$ cat config.mk
export PLATFORM = sky130hd
export DESIGN_NAME = k_mismatch_window_matcher_top_flat
export DESIGN_NICKNAME = d
export VERILOG_FILES = /design/src/rtl/kmwm_pkg.sv /design/src/rtl/kmwm_if.sv /design/src/rtl/kmwm_cell.sv /design/src/rtl/kmwm_ctrl.sv /design/src/rtl/k_mismatch_window_matcher_top.sv /design/src/flat_wrapper.sv
export SDC_FILE = /design/constraint.sdc
export NUM_CORES = 2
export LEC_CHECK = 0
export BUFFER_PORTS_ARGS = -buffer_cell sky130_fd_sc_hd__buf_2
export CAP_MARGIN = 5
export CORE_MARGIN = 4
export CORE_UTILIZATION = 63
export DETAILED_ROUTE_END_ITERATION = 8
export PLACE_DENSITY = 0.85
export SLEW_MARGIN = 20
export SYNTH_ARGS = -nofsm -noshare
export SYNTH_HDL_FRONTEND = slang
export SYNTH_SLANG_ARGS = --single-unit
export TNS_END_PERCENT = 5
$ cat constraint.sdc
create_clock -name clk_i -period 32.1 [get_ports clk_i]
set_input_delay 4.815 -clock clk_i [delete_from_list [all_inputs] [get_ports clk_i]]
set_output_delay 4.815 -clock clk_i [all_outputs]
set_load 0.01 [all_outputs]
$ cat src/rtl/kmwm_pkg.sv
// ----------------------------------------------------------------------------
// kmwm_pkg: shared definitions for the k-mismatch window matcher
// Field widths, item codes, register indexes, state encoding and the control
// word handed from the sequencer to the row of cells.
// ----------------------------------------------------------------------------
package kmwm_pkg;

  localparam int unsigned PATTERN_MAX_DEF = 64;

  localparam int unsigned CHAR_W     = 8;
  localparam int unsigned PIDX_W     = 6;
  localparam int unsigned ACTION_W   = 2;
  localparam int unsigned CFG_DATA_W = 7;
  localparam int unsigned CFG_ADDR_W = 2;
  localparam int unsigned POS_W      = 32;
  localparam int unsigned DIST_OUT_W = 6;
  localparam int unsigned DIST_SAT   = (1 << DIST_OUT_W) - 1;

  localparam logic [CFG_DATA_W-1:0] PATTERN_LENGTH_RST = 7'd8;
  localparam logic [CFG_DATA_W-1:0] MISMATCH_LIMIT_RST = 7'd1;

  typedef enum logic [ACTION_W-1:0] {
    ACT_LOAD    = 2'd0,
    ACT_PUSH    = 2'd1,
    ACT_RESTART = 2'd2
  } action_e;

  typedef enum logic [CFG_ADDR_W-1:0] {
    REG_PATTERN_LENGTH = 2'd0,
    REG_MISMATCH_LIMIT = 2'd1
  } cfg_reg_e;

  typedef enum logic [1:0] {
    ST_IDLE,
    ST_RUN,
    ST_EMIT
  } state_e;

  // Control word broadcast to every cell of the row.
  typedef struct packed {
    logic push;   // shift a new text byte into the history row
    logic copy;   // snapshot history and pattern into the working rows
    logic shift;  // advance the working rows by one cell
  } cell_ctrl_t;

endpackage

$ cat src/rtl/kmwm_if.sv
// ----------------------------------------------------------------------------
// kmwm channel interfaces
// Valid/ready channels for input items, result items and register writes.
// ----------------------------------------------------------------------------
interface kmwm_item_if;
  logic                               valid;
  logic                               ready;
  logic [kmwm_pkg::ACTION_W-1:0]      action;
  logic [kmwm_pkg::PIDX_W-1:0]        pattern_index;
  logic [kmwm_pkg::CHAR_W-1:0]        char_value;

  modport source (output valid, output action, output pattern_index, output char_value,
                  input ready);
  modport sink   (input valid, input action, input pattern_index, input char_value,
                  output ready);
endinterface

interface kmwm_result_if;
  logic                               valid;
  logic                               ready;
  logic [kmwm_pkg::POS_W-1:0]         window_start;
  logic                               matched;
  logic [kmwm_pkg::DIST_OUT_W-1:0]    mismatch_count;

  modport source (output valid, output window_start, output matched,
                  output mismatch_count, input ready);
  modport sink   (input valid, input window_start, input matched,
                  input mismatch_count, output ready);
endinterface

interface kmwm_cfg_if;
  logic                               valid;
  logic                               ready;
  logic [kmwm_pkg::CFG_ADDR_W-1:0]    index;
  logic [kmwm_pkg::CFG_DATA_W-1:0]    data;

  modport source (output valid, output index, output data, input ready);
  modport sink   (input valid, input index, input data, output ready);
endinterface

$ cat src/rtl/kmwm_cell.sv
// ----------------------------------------------------------------------------
// kmwm_cell: one position of the matcher row
// Holds one pattern byte, one history byte and one byte of each working row,
// and passes history and working bytes to its neighbors.
// ----------------------------------------------------------------------------
module kmwm_cell (
  input  logic                        clk_i,
  input  kmwm_pkg::cell_ctrl_t        ctrl_i,
  input  logic                        pat_we_i,
  input  logic [kmwm_pkg::CHAR_W-1:0] char_i,
  input  logic [kmwm_pkg::CHAR_W-1:0] h_prev_i,
  input  logic [kmwm_pkg::CHAR_W-1:0] w_prev_i,
  input  logic [kmwm_pkg::CHAR_W-1:0] q_next_i,
  output logic [kmwm_pkg::CHAR_W-1:0] h_o,
  output logic [kmwm_pkg::CHAR_W-1:0] w_o,
  output logic [kmwm_pkg::CHAR_W-1:0] q_o
);

  logic [kmwm_pkg::CHAR_W-1:0] p_q, p_d;
  logic [kmwm_pkg::CHAR_W-1:0] h_q, h_d;
  logic [kmwm_pkg::CHAR_W-1:0] w_q, w_d;
  logic [kmwm_pkg::CHAR_W-1:0] q_q, q_d;

  always_comb begin
    p_d = pat_we_i    ? char_i   : p_q;
    h_d = ctrl_i.push ? h_prev_i : h_q;
    // The snapshot takes the history as it stands after the push.
    if (ctrl_i.copy) begin
      w_d = h_prev_i;
      q_d = p_q;
    end else if (ctrl_i.shift) begin
      w_d = w_prev_i;
      q_d = q_next_i;
    end else begin
      w_d = w_q;
      q_d = q_q;
    end
  end

  always_ff @(posedge clk_i) begin
    p_q <= p_d;
    h_q <= h_d;
    w_q <= w_d;
    q_q <= q_d;
  end

  assign h_o = h_q;
  assign w_o = w_q;
  assign q_o = q_q;

endmodule

$ cat src/rtl/kmwm_ctrl.sv
// ----------------------------------------------------------------------------
// kmwm_ctrl: sequencer, registers and result stage
// Takes items and register writes, steps the working rows through one window
// comparison, counts mismatches and holds the result word.
// ----------------------------------------------------------------------------
module kmwm_ctrl #(
  parameter  int unsigned PATTERN_MAX = kmwm_pkg::PATTERN_MAX_DEF,
  localparam int unsigned IW = (PATTERN_MAX > 1) ? $clog2(PATTERN_MAX) : 1
) (
  input  logic                        clk_i,
  input  logic                        rst_ni,
  kmwm_item_if.sink                   item_i,
  kmwm_result_if.source               result_o,
  kmwm_cfg_if.sink                    cfg_i,
  input  logic [kmwm_pkg::CHAR_W-1:0] tap_char_i,
  input  logic [kmwm_pkg::CHAR_W-1:0] head_pat_i,
  output logic [IW-1:0]               tap_idx_o,
  output logic                        load_en_o,
  output kmwm_pkg::cell_ctrl_t        cell_ctrl_o
);

  localparam int unsigned LW = $clog2(PATTERN_MAX + 1);
  localparam int unsigned CW = (LW > kmwm_pkg::CFG_DATA_W) ? LW : kmwm_pkg::CFG_DATA_W;
  localparam int unsigned DW = LW;
  localparam int unsigned MW = (DW > kmwm_pkg::CFG_DATA_W) ? DW : kmwm_pkg::CFG_DATA_W;

  kmwm_pkg::state_e                 state_q, state_d;
  logic [kmwm_pkg::CFG_DATA_W-1:0]  len_cfg_q, lim_q;
  logic [kmwm_pkg::POS_W-1:0]       count_q, count_d;
  logic [IW-1:0]                    rem_q, rem_d;
  logic [DW-1:0]                    acc_q, acc_d;
  logic                             out_valid_q, out_valid_d;
  logic [kmwm_pkg::POS_W-1:0]       out_start_q;
  logic                             out_matched_q;
  logic [kmwm_pkg::DIST_OUT_W-1:0]  out_count_q;

  logic [CW-1:0]                    len_cfg_ext, len_eff, len_m1;
  logic                             item_ready, item_acc, is_push, is_restart;
  logic                             mism, out_load, res_matched;
  logic [MW-1:0]                    dist_ext;
  logic [kmwm_pkg::DIST_OUT_W-1:0]  res_count;

  // Window length, clamped to the range 1 to the row length.
  always_comb begin
    len_cfg_ext = CW'(len_cfg_q);
    if (len_cfg_ext == '0) begin
      len_eff = CW'(1);
    end else if (len_cfg_ext > CW'(PATTERN_MAX)) begin
      len_eff = CW'(PATTERN_MAX);
    end else begin
      len_eff = len_cfg_ext;
    end
    len_m1 = len_eff - CW'(1);
  end

  assign tap_idx_o  = len_m1[IW-1:0];
  assign item_ready = (state_q == kmwm_pkg::ST_IDLE);
  assign item_i.ready = item_ready;
  assign item_acc   = item_i.valid & item_ready;
  assign is_push    = item_acc & (item_i.action == kmwm_pkg::ACT_PUSH);
  assign is_restart = item_acc & (item_i.action == kmwm_pkg::ACT_RESTART);
  assign load_en_o  = item_acc & (item_i.action == kmwm_pkg::ACT_LOAD);
  assign mism       = (tap_char_i != head_pat_i);

  always_comb begin
    state_d     = state_q;
    rem_d       = rem_q;
    acc_d       = acc_q;
    count_d     = count_q;
    cell_ctrl_o = '0;
    out_load    = 1'b0;
    unique case (state_q)
      kmwm_pkg::ST_IDLE: begin
        if (is_restart) begin
          count_d = '0;
        end else if (is_push) begin
          cell_ctrl_o.push = 1'b1;
          if (count_q != '1) begin
            count_d = count_q + kmwm_pkg::POS_W'(1);
          end
          if (count_d >= kmwm_pkg::POS_W'(len_eff)) begin
            cell_ctrl_o.copy = 1'b1;
            rem_d   = len_m1[IW-1:0];
            acc_d   = '0;
            state_d = kmwm_pkg::ST_RUN;
          end
        end
      end
      kmwm_pkg::ST_RUN: begin
        // One pattern position per cycle meets its text byte at the tap.
        cell_ctrl_o.shift = 1'b1;
        acc_d = acc_q + DW'(mism);
        if (rem_q == '0) begin
          state_d = kmwm_pkg::ST_EMIT;
        end else begin
          rem_d = rem_q - IW'(1);
        end
      end
      kmwm_pkg::ST_EMIT: begin
        if (!out_valid_q || result_o.ready) begin
          out_load = 1'b1;
          state_d  = kmwm_pkg::ST_IDLE;
        end
      end
      default: state_d = kmwm_pkg::ST_IDLE;
    endcase
  end

  always_comb begin
    dist_ext    = MW'(acc_q);
    res_matched = dist_ext < MW'(lim_q);
    if (!res_matched) begin
      res_count = '0;
    end else if (dist_ext > MW'(kmwm_pkg::DIST_SAT)) begin
      res_count = kmwm_pkg::DIST_OUT_W'(kmwm_pkg::DIST_SAT);
    end else begin
      res_count = dist_ext[kmwm_pkg::DIST_OUT_W-1:0];
    end
  end

  always_comb begin
    if (out_load) begin
      out_valid_d = 1'b1;
    end else if (result_o.ready) begin
      out_valid_d = 1'b0;
    end else begin
      out_valid_d = out_valid_q;
    end
  end

  assign cfg_i.ready = 1'b1;

  always_ff @(posedge clk_i or negedge rst_ni) begin
    if (!rst_ni) begin
      state_q     <= kmwm_pkg::ST_IDLE;
      count_q     <= '0;
      rem_q       <= '0;
      acc_q       <= '0;
      out_valid_q <= 1'b0;
      len_cfg_q   <= kmwm_pkg::PATTERN_LENGTH_RST;
      lim_q       <= kmwm_pkg::MISMATCH_LIMIT_RST;
    end else begin
      state_q     <= state_d;
      count_q     <= count_d;
      rem_q       <= rem_d;
      acc_q       <= acc_d;
      out_valid_q <= out_valid_d;
      if (cfg_i.valid) begin
        unique case (cfg_i.index)
          kmwm_pkg::REG_PATTERN_LENGTH: len_cfg_q <= cfg_i.data;
          kmwm_pkg::REG_MISMATCH_LIMIT: lim_q     <= cfg_i.data;
          default: ;
        endcase
      end
    end
  end

  always_ff @(posedge clk_i) begin
    if (out_load) begin
      out_start_q   <= count_q - kmwm_pkg::POS_W'(len_eff);
      out_matched_q <= res_matched;
      out_count_q   <= res_count;
    end
  end

  assign result_o.valid          = out_valid_q;
  assign result_o.window_start   = out_start_q;
  assign result_o.matched        = out_matched_q;
  assign result_o.mismatch_count = out_count_q;

  a_run_ends_in_emit: assert property (@(posedge clk_i) disable iff (!rst_ni)
    (state_q == kmwm_pkg::ST_RUN && rem_q == '0) |=> (state_q == kmwm_pkg::ST_EMIT))
    else $error("comparison pass did not end in the hand-off step");

  a_acc_bounded: assert property (@(posedge clk_i) disable iff (!rst_ni)
    (state_q == kmwm_pkg::ST_EMIT) |-> (acc_q <= DW'(PATTERN_MAX)))
    else $error("mismatch count exceeds the row length");

  a_emit_waits: assert property (@(posedge clk_i) disable iff (!rst_ni)
    (state_q == kmwm_pkg::ST_EMIT && out_valid_q && !result_o.ready)
      |=> (state_q == kmwm_pkg::ST_EMIT && out_valid_q))
    else $error("result overwrote a word still waiting at the output");

  a_nomatch_zero: assert property (@(posedge clk_i) disable iff (!rst_ni)
    (out_valid_q && !out_matched_q) |-> (out_count_q == '0))
    else $error("no-match word carries a nonzero mismatch count");

endmodule

$ cat src/rtl/k_mismatch_window_matcher_top.sv
// ----------------------------------------------------------------------------
// k_mismatch_window_matcher_top: Hamming-distance window matcher
// Compares a loaded pattern against every window of a text byte stream.
// ----------------------------------------------------------------------------
// Usage:
//   item_i carries words that load a pattern byte, push a text byte or restart
//   the text stream. result_o returns one word per pushed byte once a full
//   window is present: the window start, a match flag and the mismatch count.
//   cfg_i writes the window length and the mismatch limit; it is always ready
//   and should only be written while the block is idle.
// Sequence:
//   Load, restart and pushes that do not complete a window are done on accept.
//   A push that completes a window then runs, L being the window length: one
//   accept step, L compare steps while the working rows shift one cell per
//   cycle past a single compare tap, and one hand-off step. Items wait meanwhile.
//   The result is visible on result_o the cycle after the hand-off.
// Reset:
//   The position counter clears and the registers take their reset values.
//   Pattern bytes are undefined until loaded.
// Back-pressure:
//   A result waits in the output register while the next item is taken; a
//   further result stays in the hand-off step until that register is free.
// ----------------------------------------------------------------------------
module k_mismatch_window_matcher_top #(
  parameter int unsigned PATTERN_MAX = kmwm_pkg::PATTERN_MAX_DEF
) (
  input  logic           clk_i,
  input  logic           rst_ni,
  kmwm_item_if.sink      item_i,
  kmwm_result_if.source  result_o,
  kmwm_cfg_if.sink       cfg_i
);

  localparam int unsigned IW = (PATTERN_MAX > 1) ? $clog2(PATTERN_MAX) : 1;

  logic [kmwm_pkg::CHAR_W-1:0] h_row [PATTERN_MAX];
  logic [kmwm_pkg::CHAR_W-1:0] w_row [PATTERN_MAX];
  logic [kmwm_pkg::CHAR_W-1:0] q_row [PATTERN_MAX];
  logic [IW-1:0]               tap_idx;
  logic                        load_en;
  kmwm_pkg::cell_ctrl_t        cell_ctrl;
  logic [kmwm_pkg::CHAR_W-1:0] tap_char;

  assign tap_char = w_row[tap_idx];

  kmwm_ctrl #(
    .PATTERN_MAX (PATTERN_MAX)
  ) u_ctrl (
    .clk_i       (clk_i),
    .rst_ni      (rst_ni),
    .item_i      (item_i),
    .result_o    (result_o),
    .cfg_i       (cfg_i),
    .tap_char_i  (tap_char),
    .head_pat_i  (q_row[0]),
    .tap_idx_o   (tap_idx),
    .load_en_o   (load_en),
    .cell_ctrl_o (cell_ctrl)
  );

  for (genvar i = 0; i < PATTERN_MAX; i++) begin : g_cell
    logic [kmwm_pkg::CHAR_W-1:0] h_prev, w_prev, q_next;
    logic                        pat_we;

    // History enters at cell 0; the text working row moves up, the pattern
    // working row moves down toward the tap at cell 0.
    if (i == 0) begin : g_head
      assign h_prev = item_i.char_value;
      assign w_prev = '0;
    end else begin : g_body
      assign h_prev = h_row[i-1];
      assign w_prev = w_row[i-1];
    end

    if (i == PATTERN_MAX - 1) begin : g_tail
      assign q_next = '0;
    end else begin : g_link
      assign q_next = q_row[i+1];
    end

    assign pat_we = load_en & (32'(item_i.pattern_index) == 32'(i));

    kmwm_cell u_cell (
      .clk_i    (clk_i),
      .ctrl_i   (cell_ctrl),
      .pat_we_i (pat_we),
      .char_i   (item_i.char_value),
      .h_prev_i (h_prev),
      .w_prev_i (w_prev),
      .q_next_i (q_next),
      .h_o      (h_row[i]),
      .w_o      (w_row[i]),
      .q_o      (q_row[i])
    );
  end

endmodule
$ cat src/flat_wrapper.sv
// flat-port wrapper written by rule: the top's interface ports become plain ports
module k_mismatch_window_matcher_top_flat 
#(
  parameter int unsigned PATTERN_MAX = kmwm_pkg::PATTERN_MAX_DEF
)
  (clk_i, rst_ni, item_i_valid, item_i_action, item_i_pattern_index, item_i_char_value, item_i_ready, result_o_valid, result_o_window_start, result_o_matched, result_o_mismatch_count, result_o_ready, cfg_i_valid, cfg_i_index, cfg_i_data, cfg_i_ready);
  kmwm_item_if item_i_i ();
  kmwm_result_if result_o_i ();
  kmwm_cfg_if cfg_i_i ();
  input  logic clk_i;
  input  logic rst_ni;
  input wire logic [$bits(item_i_i.valid)-1:0] item_i_valid;
  input wire logic [$bits(item_i_i.action)-1:0] item_i_action;
  input wire logic [$bits(item_i_i.pattern_index)-1:0] item_i_pattern_index;
  input wire logic [$bits(item_i_i.char_value)-1:0] item_i_char_value;
  output wire logic [$bits(item_i_i.ready)-1:0] item_i_ready;
  output wire logic [$bits(result_o_i.valid)-1:0] result_o_valid;
  output wire logic [$bits(result_o_i.window_start)-1:0] result_o_window_start;
  output wire logic [$bits(result_o_i.matched)-1:0] result_o_matched;
  output wire logic [$bits(result_o_i.mismatch_count)-1:0] result_o_mismatch_count;
  input wire logic [$bits(result_o_i.ready)-1:0] result_o_ready;
  input wire logic [$bits(cfg_i_i.valid)-1:0] cfg_i_valid;
  input wire logic [$bits(cfg_i_i.index)-1:0] cfg_i_index;
  input wire logic [$bits(cfg_i_i.data)-1:0] cfg_i_data;
  output wire logic [$bits(cfg_i_i.ready)-1:0] cfg_i_ready;
  assign item_i_i.valid = item_i_valid;
  assign item_i_i.action = item_i_action;
  assign item_i_i.pattern_index = item_i_pattern_index;
  assign item_i_i.char_value = item_i_char_value;
  assign item_i_ready = item_i_i.ready;
  assign result_o_valid = result_o_i.valid;
  assign result_o_window_start = result_o_i.window_start;
  assign result_o_matched = result_o_i.matched;
  assign result_o_mismatch_count = result_o_i.mismatch_count;
  assign result_o_i.ready = result_o_ready;
  assign cfg_i_i.valid = cfg_i_valid;
  assign cfg_i_i.index = cfg_i_index;
  assign cfg_i_i.data = cfg_i_data;
  assign cfg_i_ready = cfg_i_i.ready;
  k_mismatch_window_matcher_top #(.PATTERN_MAX(PATTERN_MAX)) u_core (.clk_i(clk_i), .rst_ni(rst_ni), .item_i(item_i_i), .result_o(result_o_i), .cfg_i(cfg_i_i));
endmodule
==> results.md <==
- Sequential share of power: 53.1%
- Slew margin rel.: 11.7%
- Clk slew on worst S/H paths: 0.06 ns
- Met3 Resource Use GR: 5.10%
- Total Neg Setup Slack: 0 ns
- Seq. cell area: 64,000 um^2
- Post-Place Cell Area: 87,500 um^2
- Comb pwr share: 20.3%
- Min-delay src: u_core.g_cell[45].u_cell.h_o[1]
- Share of cells above drive strength 1: 30.9%
- CTS tree: built
- Vert. Die Dim: 377 um
- Drt drc: 0
- Setup Skew: 0.0211 ns
- Min Clock Period, post-route: 9.61 ns
- Net switching power: 2.26 mW
- Async SR Flop Fraction: 2.90%
- Via/cell ratio: 6.46
- Crit path max fanout: 187
- CTS resizes: 0
- Initial antenna violation count: 6
- Synth Warn #: 0
- Fillcell total: 7,609
- Drt wl/cell: 26.1 um
- RePlAce Congestion: 0.856
- Post-Syn Area: 85,800 um^2
- Largest net degree at the start of global routing: 190
- H-tree Lvls: 4
- Leading cell type in the layout, fill and taps excluded: edfxtp_1
- Syn_nets: 4,613
- # IOs: 72
- Starting density of the core: 63.4%
- GRT Util Overall: 24.1%
- Die ar.: 142,000 um^2
- Die width: 377 um
- Post-Syn Area per Cell: 18.8 um^2
- Cell area after layout: 93,600 um^2
- Drt pass-1 iters: 9
- DR vias: 42,700
- Crit. End Element: flop
- CTS Buf Count: 195
- Final #Nets: 4,728
- CTS Buffer Depth: 3
- GRT overflow: 0
- Final hold vios: 0
- IR drop worst, VDD: 0.0828 mV
- Core area: 135,000 um^2
- First-pass GRT wire length: 263,000 um
- Seq/Total Area, Yosys: 74.6%
- Global Route met2 Usage: 38.8%
- Drt total wl: 173,000 um
- Hold Path Depth: 0
- PortBufs: 70
- Multi-input gate area: 20,300 um^2
- Worst setup path startpoint: item_i_valid
- CP startpoint kind: primary input
- Cell Rows: 135
- Number of enable flip-flop cells after synthesis: 2,079
- Remaining antenna violation count: 0
- Top Usage Layer GRT: met2
- Yosys reg bits: 2,141
- Hold buffers post-CTS: 0
- Commonest non-fill, non-tap cells in the layout: edfxtp_1 (2,079), mux2_2 (827), mux2_4 (200)
- Layout area overhead: 9.11%
- Root buf cell: clkbuf_16
- Leak: 30.3 nW
- HP Class: reg -> reg
- Vias in the first global route: 43,600
- Power Dens Cells: 89.6 nW/um^2
- Reg2reg start: u_core.u_ctrl.len_cfg_ext[2]
- CP arrival: 10.15 ns
- Critical Path RT: 32.64 ns
- Netlist cell types: 83
- Sw frac: 27.0%
- Internal: 6.12 mW
- Ys flop type: edfxtp_1
- Final setup fails: 0
- Post-CTS setup repair buffer count: 0
- CTS Sinks: 2,141
- Tcrit/Tclk final: 29.9%
- Met1 Resource Use GR: 33.4%
- Slew @ Worst Pin: 1.32 ns
- Drt initial violations: 5,339
- F_max: 104 MHz
- Mapped Cells: 4,556
- Max-cap violation count: 0
- Clock network power share: 26.6%
- Dpl hpwl: 92,900 um
- Final Max Slew Viols: 0
- RSZ-0062 raised after global routing: false
- Status: finished clean
- Later-pin clock latency in the skew report: 0.80 ns
- Critical path class: in -> reg
- Worst reg-to-reg path cell count: 21
## final cells by class
type | count | area share [%]
antenna | 5 | 0.0134
clock buffer | 249 | 5.53
clock inverter | 104 | 0.936
inverter | 35 | 0.148
multi-input combinational | 2163 | 21.7
sequential | 2141 | 68.4
tap | 1781 | 2.38
timing repair buffer | 135 | 0.976
## critical path: stages
cell and delay, ns:
buf_2 0.09, nand2_1 0.07, nor2_1 0.12, nand2_1 0.13
a31oi_4 0.19, buf_12 0.59, buf_4 0.84, buf_4 0.81
buf_4 0.89, buf_4 0.83, mux2_2 0.43
## worst paths after layout
| kind | to | slack (ns) |
|---|---|---|
| worst max-delay path | u_core.g_cell[34].u_cell.w_o[5] | 22.49 |
| worst min-delay path | u_core.g_cell[46].u_cell.h_o[1] | 0.43 |
| worst max register to register | u_core.u_ctrl.acc_q[6] | 23.44 |
| worst min register to register | u_core.g_cell[46].u_cell.h_o[1] | 0.43 |
| max in group asynchronous | u_core.u_ctrl.count_q[1] | 27.38 |
| min in group asynchronous | u_core.u_ctrl.len_cfg_ext[0] | 4.16 |
## routing by layer
| metal | vias up | wire [um] |
|---|---|---|
| met2 | 2187 | 84200 |
| met3 | 381 | 14400 |
| met1 | 22000 | 68900 |
| met5 | - | 0 |
| met4 | 0 | 5380 |
| li1 | 18200 | - |
## state kept, by name (all words and copies together) (netlist names)
| signal | flops |
|---|---|
| u_core.u_ctrl.len_cfg_ext | 7 |
| u_core.u_ctrl.result_o.mismatch_count | 6 |
| u_core.u_ctrl.count_q | 32 |
| u_core.g_cell.u_cell.h_o | 504 |
| u_core.u_ctrl.result_o.valid | 1 |
| u_core.u_ctrl.state_q | 2 |
| u_core.u_ctrl.result_o.matched | 1 |
| u_core.u_ctrl.lim_q | 7 |
| u_core.g_cell.u_cell.q_o | 512 |
| u_core.g_cell.u_cell.w_o | 512 |
| u_core.u_ctrl.rem_q | 6 |
| u_core.g_cell.u_cell.p_q | 512 |
| u_core.u_ctrl.result_o.window_start | 32 |
| u_core.u_ctrl.acc_q | 7 |
## cell usage after synthesis, types with 7 or more instances
library cell | n | area share (%)
a22oi_1 | 23 | 0.20
buf_2 | 40 | 0.23
nand2_1 | 173 | 0.76
buf_4 | 90 | 0.79
nor2b_1 | 16 | 0.12
nand4_1 | 19 | 0.14
inv_1 | 32 | 0.14
a21o_1 | 7 | 0.061
or3_1 | 13 | 0.095
buf_1 | 10 | 0.044
nand2b_1 | 22 | 0.16
xnor2_1 | 26 | 0.27
a22o_1 | 14 | 0.14
a221oi_1 | 20 | 0.20
o21ai_0 | 78 | 0.46
nor3_1 | 35 | 0.20
mux2i_1 | 101 | 1.2
a31oi_1 | 21 | 0.15
mux2_4 | 200 | 3.5
a21oi_1 | 46 | 0.27
ha_1 | 26 | 0.38
xor2_1 | 24 | 0.25
nor4_1 | 24 | 0.18
and3_1 | 18 | 0.13
or4_1 | 7 | 0.061
edfxtp_1 | 2079 | 73
and2_1 | 26 | 0.19
a211oi_1 | 26 | 0.23
mux2_2 | 827 | 11
dfrtp_1 | 60 | 1.8
nand3_1 | 49 | 0.29
mux4_2 | 43 | 1.1
clkbuf_1 | 52 | 0.23
buf_8 | 19 | 0.33
and4_1 | 9 | 0.092
o22ai_1 | 34 | 0.25
nor2_1 | 148 | 0.65
## stage by stage
stage          hold WS (ns)  utilization [%]  worst slack, ns  cells  power, mW
6_report              0.432             69.2            22.49   6613       8.39
5_1_grt               0.445             69.2            22.16   6610       8.71
4_1_cts               0.431             69.2            22.52   6608       8.40
3_5_place_dp          0.427             64.7            21.70   6255       6.12
3_3_place_gp          0.421             64.7            21.72   6255       6.01
2_1_floorplan         0.420                -            0.272   4556       6.34
## kinds of logic (layout without fill, tap and decap cells)
logic type               Yosys count  in the layout  share of synthesized area, %
flip-flops                      2141           2141                          74.6
multiplexers                    1172           1172                          16.7
AND/OR/NAND/NOR                  584            584                          3.35
AO/OA/AOI/OAI                    328            328                          2.57
buffers and inverters            252            523                          1.88
XOR/XNOR                          51             51                         0.529
adder cells (fa/ha/maj)           27             27                         0.403
other                              1              6                       0.00437
## power by group through the flow
stage	combinational [mW]	clock [mW]	sequential [mW]
after global placement	1.58	0	4.43
after detailed placement	1.65	0	4.47
after CTS	1.69	2.26	4.45
final	1.70	2.23	4.46
after global routing	1.81	2.38	4.51
after floorplan	1.23	0	5.12
(Power assumes the default switching activity.)
